[src/ipid_pkg.sv]
`default_nettype none

package ipid_pkg;

	// Width of the error, position, gain and limit fields.
	localparam int DATA_W = 16;

	// Width of the drive result.
	localparam int DRIVE_W = 34;

	// Width of the configuration register index.
	localparam int CFG_INDEX_W = 4;

	// Configuration register indexes.
	localparam logic [CFG_INDEX_W-1:0] REG_PROP_NUM  = 4'd0;
	localparam logic [CFG_INDEX_W-1:0] REG_PROP_DEN  = 4'd1;
	localparam logic [CFG_INDEX_W-1:0] REG_INTEG_NUM = 4'd2;
	localparam logic [CFG_INDEX_W-1:0] REG_INTEG_DEN = 4'd3;
	localparam logic [CFG_INDEX_W-1:0] REG_DERIV_NUM = 4'd4;
	localparam logic [CFG_INDEX_W-1:0] REG_DERIV_DEN = 4'd5;
	localparam logic [CFG_INDEX_W-1:0] REG_UPPER_LIM = 4'd6;
	localparam logic [CFG_INDEX_W-1:0] REG_LOWER_LIM = 4'd7;

	// Reset values of the configuration registers.
	localparam int PROP_NUM_RST  = 1;
	localparam int PROP_DEN_RST  = 30;
	localparam int INTEG_NUM_RST = 1;
	localparam int INTEG_DEN_RST = 30;
	localparam int DERIV_NUM_RST = 0;
	localparam int DERIV_DEN_RST = 1;
	localparam int UPPER_LIM_RST = 15;
	localparam int LOWER_LIM_RST = -15;

	// Input transaction.
	typedef struct packed {
		logic signed [DATA_W-1:0] error_value;
		logic signed [DATA_W-1:0] measured_position;
	} sample_t;

	// Output transaction.
	typedef struct packed {
		logic signed [DRIVE_W-1:0] drive_value;
		logic                      gain_invalid;
	} result_t;

	// Term currently being worked on.
	typedef enum logic [1:0] {
		TERM_P = 2'd0,
		TERM_I = 2'd1,
		TERM_D = 2'd2
	} term_t;

	// Sequencer states, one-hot.
	typedef enum logic [5:0] {
		ST_IDLE = 6'b000001,
		ST_LOAD = 6'b000010,
		ST_MUL  = 6'b000100,
		ST_DIV  = 6'b001000,
		ST_ADD  = 6'b010000,
		ST_FIN  = 6'b100000
	} state_t;

endpackage

`default_nettype wire

[src/integer_pid_step_core.sv]
`default_nettype none
// Each term runs through operand load, a one-bit-per-cycle shift-add multiply, a
// one-bit-per-cycle restoring divide and accumulate, for the P, I and D terms in turn.
// A new input transaction is taken only once the previous result has entered the output
// register, since the single shared bit-serial multiply/divide datapath serves all terms;
// with a zero denominator the multiply and divide are skipped.
// Reset: asynchronous, active low; gains and limits return to their defaults, state to zero.
module integer_pid_step_core (
	input  wire logic                                 clk,
	input  wire logic                                 arst_n,
	input  wire logic                                 sample_valid,
	output      logic                                 sample_stall,
	input  wire ipid_pkg::sample_t                    sample,
	output      logic                                 result_valid,
	input  wire logic                                 result_stall,
	output      ipid_pkg::result_t                    result,
	input  wire logic                                 cfg_valid,
	output      logic                                 cfg_ready,
	input  wire logic [ipid_pkg::CFG_INDEX_W-1:0]     cfg_index,
	input  wire logic [ipid_pkg::DATA_W-1:0]          cfg_data
);

	localparam int W     = ipid_pkg::DATA_W;
	localparam int DW    = ipid_pkg::DRIVE_W;
	localparam int CNT_W = $clog2(2 * W);
	localparam int EXT_W = (2 * W > DW) ? 2 * W : DW;

	// Configuration registers.
	logic [W-1:0] prop_num_q, prop_den_q, integ_num_q, integ_den_q;
	logic [W-1:0] deriv_num_q, deriv_den_q, upper_lim_q, lower_lim_q;

	// Controller state and per-transaction operands.
	logic [W-1:0] integ_q, last_pos_q, err_q;
	logic [W:0]   diff_q;

	// Sequencer and bit-serial datapath.
	ipid_pkg::state_t state_q;
	ipid_pkg::term_t  term_q;
	logic [CNT_W-1:0] cnt_q;
	logic [2*W-1:0]   work_q;
	logic [W-1:0]     mcand_q;
	logic [W-1:0]     rem_q;
	logic             neg_q;
	logic [DW-1:0]    sum_q;
	logic             invalid_q;

	// Output register.
	ipid_pkg::result_t result_q;
	logic              result_valid_q;

	logic         accept;
	logic         any_den_zero;
	logic signed [W:0] acc_sum, up_ext, lo_ext;
	logic [W-1:0] integ_next;
	logic [W:0]   a_sel;
	logic [W-1:0] b_sel, den_sel;
	logic [W:0]   a_neg;
	logic [W-1:0] a_mag, b_mag, den_mag;
	logic [W:0]   mul_hi;
	logic [W:0]   rem_sh;
	logic [W+1:0] trial;
	logic         q_bit;
	logic [EXT_W-1:0] q_wide;
	logic [DW-1:0]    q_term;
	logic         out_free;

	assign cfg_ready    = 1'b1;
	assign sample_stall = (state_q != ipid_pkg::ST_IDLE);
	assign accept       = sample_valid && !sample_stall;
	assign result_valid = result_valid_q;
	assign result       = result_q;
	assign out_free     = !result_valid_q || !result_stall;

	assign any_den_zero = (prop_den_q == '0) || (integ_den_q == '0) || (deriv_den_q == '0);

	// Integrator update with the upper limit tested first.
	always_comb begin
		acc_sum = $signed({integ_q[W-1], integ_q}) +
			$signed({sample.error_value[W-1], sample.error_value});
		up_ext  = $signed({upper_lim_q[W-1], upper_lim_q});
		lo_ext  = $signed({lower_lim_q[W-1], lower_lim_q});
		if (acc_sum > up_ext) begin
			integ_next = upper_lim_q;
		end else if (acc_sum < lo_ext) begin
			integ_next = lower_lim_q;
		end else begin
			integ_next = acc_sum[W-1:0];
		end
	end

	// Operand selection for the current term.
	always_comb begin
		unique case (term_q)
			ipid_pkg::TERM_P: begin
				a_sel   = {err_q[W-1], err_q};
				b_sel   = prop_num_q;
				den_sel = prop_den_q;
			end
			ipid_pkg::TERM_I: begin
				a_sel   = {integ_q[W-1], integ_q};
				b_sel   = integ_num_q;
				den_sel = integ_den_q;
			end
			ipid_pkg::TERM_D: begin
				a_sel   = diff_q;
				b_sel   = deriv_num_q;
				den_sel = deriv_den_q;
			end
			default: begin
				a_sel   = '0;
				b_sel   = '0;
				den_sel = '0;
			end
		endcase
	end

	// Magnitudes; every magnitude fits W unsigned bits.
	always_comb begin
		a_neg   = -a_sel;
		a_mag   = a_sel[W] ? a_neg[W-1:0] : a_sel[W-1:0];
		b_mag   = b_sel[W-1] ? -b_sel : b_sel;
		den_mag = den_sel[W-1] ? -den_sel : den_sel;
	end

	// One shift-add multiply step and one restoring divide step.
	always_comb begin
		mul_hi = {1'b0, work_q[2*W-1:W]} + {1'b0, mcand_q};
		rem_sh = {rem_q, work_q[2*W-1]};
		trial  = {1'b0, rem_sh} - {2'b00, den_mag};
		q_bit  = !trial[W+1];
	end

	// Signed quotient folded to the drive width.
	always_comb begin
		q_wide = EXT_W'(work_q);
		q_term = neg_q ? -q_wide[DW-1:0] : q_wide[DW-1:0];
	end

	// Configuration writes.
	always_ff @(posedge clk or negedge arst_n) begin
		if (!arst_n) begin
			prop_num_q  <= W'(ipid_pkg::PROP_NUM_RST);
			prop_den_q  <= W'(ipid_pkg::PROP_DEN_RST);
			integ_num_q <= W'(ipid_pkg::INTEG_NUM_RST);
			integ_den_q <= W'(ipid_pkg::INTEG_DEN_RST);
			deriv_num_q <= W'(ipid_pkg::DERIV_NUM_RST);
			deriv_den_q <= W'(ipid_pkg::DERIV_DEN_RST);
			upper_lim_q <= W'(ipid_pkg::UPPER_LIM_RST);
			lower_lim_q <= W'(ipid_pkg::LOWER_LIM_RST);
		end else if (cfg_valid && cfg_ready) begin
			unique case (cfg_index)
				ipid_pkg::REG_PROP_NUM:  prop_num_q  <= cfg_data;
				ipid_pkg::REG_PROP_DEN:  prop_den_q  <= cfg_data;
				ipid_pkg::REG_INTEG_NUM: integ_num_q <= cfg_data;
				ipid_pkg::REG_INTEG_DEN: integ_den_q <= cfg_data;
				ipid_pkg::REG_DERIV_NUM: deriv_num_q <= cfg_data;
				ipid_pkg::REG_DERIV_DEN: deriv_den_q <= cfg_data;
				ipid_pkg::REG_UPPER_LIM: upper_lim_q <= cfg_data;
				ipid_pkg::REG_LOWER_LIM: lower_lim_q <= cfg_data;
				default: ;
			endcase
		end
	end

	// Controller state is updated as the transaction is taken, unless a gain is invalid.
	always_ff @(posedge clk or negedge arst_n) begin
		if (!arst_n) begin
			integ_q    <= '0;
			last_pos_q <= '0;
		end else if (accept && !any_den_zero) begin
			integ_q    <= integ_next;
			last_pos_q <= sample.measured_position;
		end
	end

	// Operands captured with the transaction.
	always_ff @(posedge clk) begin
		if (accept) begin
			err_q  <= sample.error_value;
			diff_q <= {last_pos_q[W-1], last_pos_q} -
				{sample.measured_position[W-1], sample.measured_position};
		end
	end

	// Sequencer.
	always_ff @(posedge clk or negedge arst_n) begin
		if (!arst_n) begin
			state_q   <= ipid_pkg::ST_IDLE;
			term_q    <= ipid_pkg::TERM_P;
			cnt_q     <= '0;
			sum_q     <= '0;
			invalid_q <= 1'b0;
		end else begin
			unique case (state_q)
				ipid_pkg::ST_IDLE: begin
					if (accept) begin
						sum_q     <= '0;
						term_q    <= ipid_pkg::TERM_P;
						invalid_q <= any_den_zero;
						state_q   <= any_den_zero ? ipid_pkg::ST_FIN : ipid_pkg::ST_LOAD;
					end
				end
				ipid_pkg::ST_LOAD: begin
					cnt_q   <= '0;
					state_q <= ipid_pkg::ST_MUL;
				end
				ipid_pkg::ST_MUL: begin
					if (cnt_q == CNT_W'(W - 1)) begin
						cnt_q   <= '0;
						state_q <= ipid_pkg::ST_DIV;
					end else begin
						cnt_q <= cnt_q + 1'b1;
					end
				end
				ipid_pkg::ST_DIV: begin
					if (cnt_q == CNT_W'(2 * W - 1)) begin
						cnt_q   <= '0;
						state_q <= ipid_pkg::ST_ADD;
					end else begin
						cnt_q <= cnt_q + 1'b1;
					end
				end
				ipid_pkg::ST_ADD: begin
					sum_q <= sum_q + q_term;
					unique case (term_q)
						ipid_pkg::TERM_P: begin
							term_q  <= ipid_pkg::TERM_I;
							state_q <= ipid_pkg::ST_LOAD;
						end
						ipid_pkg::TERM_I: begin
							term_q  <= ipid_pkg::TERM_D;
							state_q <= ipid_pkg::ST_LOAD;
						end
						default: begin
							state_q <= ipid_pkg::ST_FIN;
						end
					endcase
				end
				ipid_pkg::ST_FIN: begin
					if (out_free) begin
						state_q <= ipid_pkg::ST_IDLE;
					end
				end
				default: begin
					state_q <= ipid_pkg::ST_IDLE;
				end
			endcase
		end
	end

	// Bit-serial datapath: the product builds up in work_q and is then
	// replaced, bit by bit, by the quotient.
	always_ff @(posedge clk) begin
		if (state_q == ipid_pkg::ST_LOAD) begin
			work_q  <= {{W{1'b0}}, b_mag};
			mcand_q <= a_mag;
			rem_q   <= '0;
			neg_q   <= a_sel[W] ^ b_sel[W-1] ^ den_sel[W-1];
		end else if (state_q == ipid_pkg::ST_MUL) begin
			if (work_q[0]) begin
				work_q <= {mul_hi, work_q[W-1:1]};
			end else begin
				work_q <= {1'b0, work_q[2*W-1:1]};
			end
		end else if (state_q == ipid_pkg::ST_DIV) begin
			rem_q  <= q_bit ? trial[W-1:0] : rem_sh[W-1:0];
			work_q <= {work_q[2*W-2:0], q_bit};
		end
	end

	// Output register; a finished result waits here while the next transaction is taken.
	always_ff @(posedge clk or negedge arst_n) begin
		if (!arst_n) begin
			result_valid_q <= 1'b0;
		end else if (state_q == ipid_pkg::ST_FIN && out_free) begin
			result_valid_q <= 1'b1;
		end else if (result_valid_q && !result_stall) begin
			result_valid_q <= 1'b0;
		end
	end

	always_ff @(posedge clk) begin
		if (state_q == ipid_pkg::ST_FIN && out_free) begin
			result_q.drive_value  <= invalid_q ? '0 : sum_q;
			result_q.gain_invalid <= invalid_q;
		end
	end

endmodule

`default_nettype wire

[config.mk]
export PLATFORM = sky130hd
export DESIGN_NAME = integer_pid_step_core
export DESIGN_NICKNAME = d
export VERILOG_FILES = /design/src/ipid_pkg.sv /design/src/integer_pid_step_core.sv
export SDC_FILE = /design/constraint.sdc
export NUM_CORES = 1
export LEC_CHECK = 0
export ABC_AREA = 1
export BUFFER_PORTS_ARGS = -buffer_cell sky130_fd_sc_hd__buf_2
export CORE_MARGIN = 2
export CORE_UTILIZATION = 35
export CTS_BUF_LIST = sky130_fd_sc_hd__clkbuf_4
export CTS_CLUSTER_SIZE = 28
export DETAILED_ROUTE_END_ITERATION = 16
export PLACE_DENSITY = 0.6
export SYNTH_ARGS = -nofsm -noshare
export SYNTH_HDL_FRONTEND = slang
export SYNTH_SLANG_ARGS = --single-unit
[constraint.sdc]
create_clock -name clk -period 4 [get_ports clk]
set_input_delay 0.2 -clock clk [delete_from_list [all_inputs] [get_ports clk]]
set_output_delay 0.2 -clock clk [all_outputs]
set_load 0.005 [all_outputs]
==> reports/summary.json <==
{
  "sta": {
    "slew_viols_final": 0,
    "setup_violations": 0,
    "worst_pin_slew_ns": 1.12,
    "finalHoldViolations": 0,
    "max_freq_mhz": 273,
    "fin_worst_hold_slack_ns": 0.0809,
    "final_min_period_over_clock_period_pct": 91.4,
    "fin_skew_ns": 0.0565,
    "rsz0062_at_grt": "no",
    "timing.setup.tns_ns": 0,
    "final_period_minus_worst_setup_slack_ns": 3.66,
    "relSlewSlack_pct": 24.9
  },
  "critical_path": {
    "critPathLaunchType": "flip-flop",
    "required_ns": 4.77,
    "timing.critical_path.arrival_ns": 4.43,
    "crit-reg2reg-launch": "term_q[0]",
    "crit_path_start": "term_q[0]",
    "worstSetupEndpointType": "flip-flop",
    "worstPathMaxFanout": 16,
    "path_class": "flip-flop to flip-flop"
  },
  "final_layout": {
    "finalNetCount": 3562,
    "utilization_pct": 40.8,
    "area_growth_pct": 15.6,
    "instances_no_fill": 4313,
    "layout-drive-gt1-share_pct": 12.5,
    "n_fill_cell": 6826
  },
  "synthesis": {
    "synth-edff-count": 101,
    "mappedNetlistNets": 3344,
    "synth-async-reset-ratio_pct": 61.1,
    "synthCells": 3144,
    "ys_dominant_reg_cell": "dfrtp_1",
    "ys_seq_elements": 342,
    "yosys_warnings": 0,
    "synth.lib_cells_used.distinct": 69,
    "post_syn_area_um2": 23200,
    "synth.yosys.seq_area_share_pct": 38.5,
    "syn_avg_cell_area_um2": 7.38
  },
  "global_route": {
    "number_of_antenna_violations_at_the_first_check_in_global_routing": 2,
    "grt_first_pass_wirelength_um": 108000,
    "grt_use_met3_pct": 3.17,
    "globalRouteMet2Util_pct": 33.6,
    "groute.usage.overall_pct": 20.0,
    "grt_pass1_vias": 20800,
    "grtUsageMet1_pct": 25.8,
    "largest_net_degree_at_the_start_of_global_routing": 72,
    "gr-max-usage-layer": "met2",
    "grt-ovfl-total": 0
  },
  "clocking": {
    "clock_latency_on_the_worst_skew_pair_ns": 0.89,
    "maximum_number_of_buffers_from_clock_root_to_sink": 3,
    "root_buffer": "clkbuf_4",
    "cts_inserted_buffers": 96,
    "cts_tree": "done",
    "cts_sinks": 342,
    "htreeDepth": 3,
    "cts.reportedPaths.clkPinSlew_ns": 0.06
  },
  "floorplanning": {
    "floorplan.io_pins": 95,
    "die_w_um": 261,
    "rows": 94,
    "die_area_um2": 68400,
    "core_um2": 65700,
    "start_util_pct": 35.3,
    "chipHeight_um": 261
  },
  "drt": {
    "route.vias.total": 21400,
    "totalWireLength_um": 67700,
    "detailedRoute.firstPassIterationCount": 8,
    "number_of_antenna_violating_nets_in_the_routed_design": 0,
    "detailedRoute.firstIterationViolations": 1487,
    "drt_drc_violations_left": 0,
    "routedWlPerCell_um": 15.7,
    "route.detailed.vias_per_inst": 4.97
  },
  "placement": {
    "detailed_place_hpwl_um": 50900,
    "placedCellCount": 4050,
    "place_congestion": 0.941,
    "port_buf_inserts": 93
  },
  "job": {
    "timing.max_cap.violations": 0
  },
  "power": {
    "design_power_total_mw": 20.5,
    "power_density_nw_per_um2": 764,
    "vdd_drop_max_mv": 0.553,
    "static-leakage-power_nw": 12.9
  },
  "run_status": {
    "status": "finished clean"
  },
  "hold_path": {
    "worst_hold_startpoint": "sample[22]",
    "hold_path.class": "primary input to flip-flop"
  }
}
[flip-flops by register name (all words and copies together), names as in the netlist, 2 cells and up]
register / cells
cnt_q: 5
deriv_den_q: 16
deriv_num_q: 16
diff_q: 17
err_q: 16
integ_den_q: 16
integ_num_q: 16
integ_q: 16
last_pos_q: 16
lower_lim_q: 16
mcand_q: 16
prop_den_q: 16
prop_num_q: 16
rem_q: 16
result: 35
state_q: 6
sum_q: 34
term_q: 2
upper_lim_q: 16
work_q: 32
[Yosys cell counts, drive strengths merged (6+ instances only)]
master	n	area, um^2
nand2	845	3220
inv	403	1530
o21ai	292	1480
nor2	282	1170
nand3	254	1330
a21oi	207	1080
dfrtp	180	4500
ha	138	1730
edfxtp	101	3030
xor2	60	526
clkbuf	53	200
buf	41	299
nand4	40	278
dfxtp	32	641
o22ai	30	188
dfstp	29	762
nor3	25	146
xnor2	19	166
a21o	15	113
o211ai	15	126
nor4	14	93.8
nand3b	13	97.6
o21a	8	60.1
or2	6	37.5
[final timing paths]
kind | end | slack (ns) | depth (start not counted)
worst max-delay path | rem_q[9] | 0.34 | 21
worst min-delay path | err_q[6] | 0.08 | 2
worst max register to register | rem_q[9] | 0.34 | 21
worst min register to register | prop_num_q[1] | 0.48 | 2
max in group asynchronous | integ_num_q[0] | 2.86 | 4
min in group asynchronous | sum_q[6] | 0.35 | 3
[logic make-up (layout without fill, tap and decap cells)]
group	Yosys count	after routing	synth area share (%)
buffers and inverters	499	797	8.77
other	1	7	0.0162
adders and majority gates	143	143	7.87
and+or+nand+nor	1487	1488	27.7
xor gates and xnor gates	79	79	2.98
muxes	1	1	0.0485
DFF	342	342	38.5
AOI/OAI and AO/OA	592	592	14.1
[worst max-delay path, cell delays in order, from the launching register on]
cell and delay (ns):
dfrtp_2 0.50, inv_8 0.07, nand2_2 0.15, nor2_1 0.09, a221oi_4 0.21, ha_1 0.22, nand2_2 0.10, nor3_4 0.25
nand3_1 0.13, nand2_1 0.11, nand2_1 0.06, nand2_1 0.05, nand2_1 0.11, ha_4 0.32, nand2_1 0.09, nor3_2 0.20
and2_4 0.20, nand4_4 0.13, buf_6 0.21, nand4_1 0.10, nand3_1 0.08, a21oi_1 0.16
[layout by cell type (no fill, tap or decap), drive strengths merged, types with 30 or more instances in the layout]
cell type      n
nor2         282
inv          404
nand3        255
ha           138
o21ai        292
xor2          60
dfxtp         32
o22ai         30
edfxtp       101
dfrtp        180
buf          141
nand2        845
a21oi        207
dlygate4sd3   72
nand4         40
clkbuf       146
[metrics by stage]
| step | worst slack (ns) | cell area [um^2] |
|---|---|---|
| after floorplan | 0.541 | 23200 |
| after global placement | 0.176 | 24600 |
| after detailed placement | 0.0850 | 24600 |
| after CTS | 0.0210 | 26700 |
| after global routing | 0.0108 | 26800 |
| final | 0.342 | 26800 |
[where the power goes]
group          internal, mW  switching (mW)
combinational          4.03            7.47
clock                  1.80            1.59
sequential             4.78           0.808
[timing repair]
item | CTS | global route
endpoints found under the setup margin | 0 | 40
setup buffers | 0 | 4
hold buffers | 73 | 0
resized for setup | 0 | 21
endpoints found under the hold margin | 327 | 0
[cell type report]
type	instances	area (um^2)	area share [%]
antenna	6	15.0	0.0560
clock buffer	146	1100	4.09
clock inverter	33	204	0.761
inverter	405	1540	5.73
multi-input combinational	2304	12300	46.0
sequential	342	8940	33.4
tap	864	1080	4.03
timing repair buffer	213	1600	5.97
[metal layers]
metal	vias up	routed length, um
li1	10900	-
met1	9826	30900
met2	542	31600
met3	154	3120
met4	0	2110
met5	-	0
Note: power is estimated with default switching activity, not from simulation.
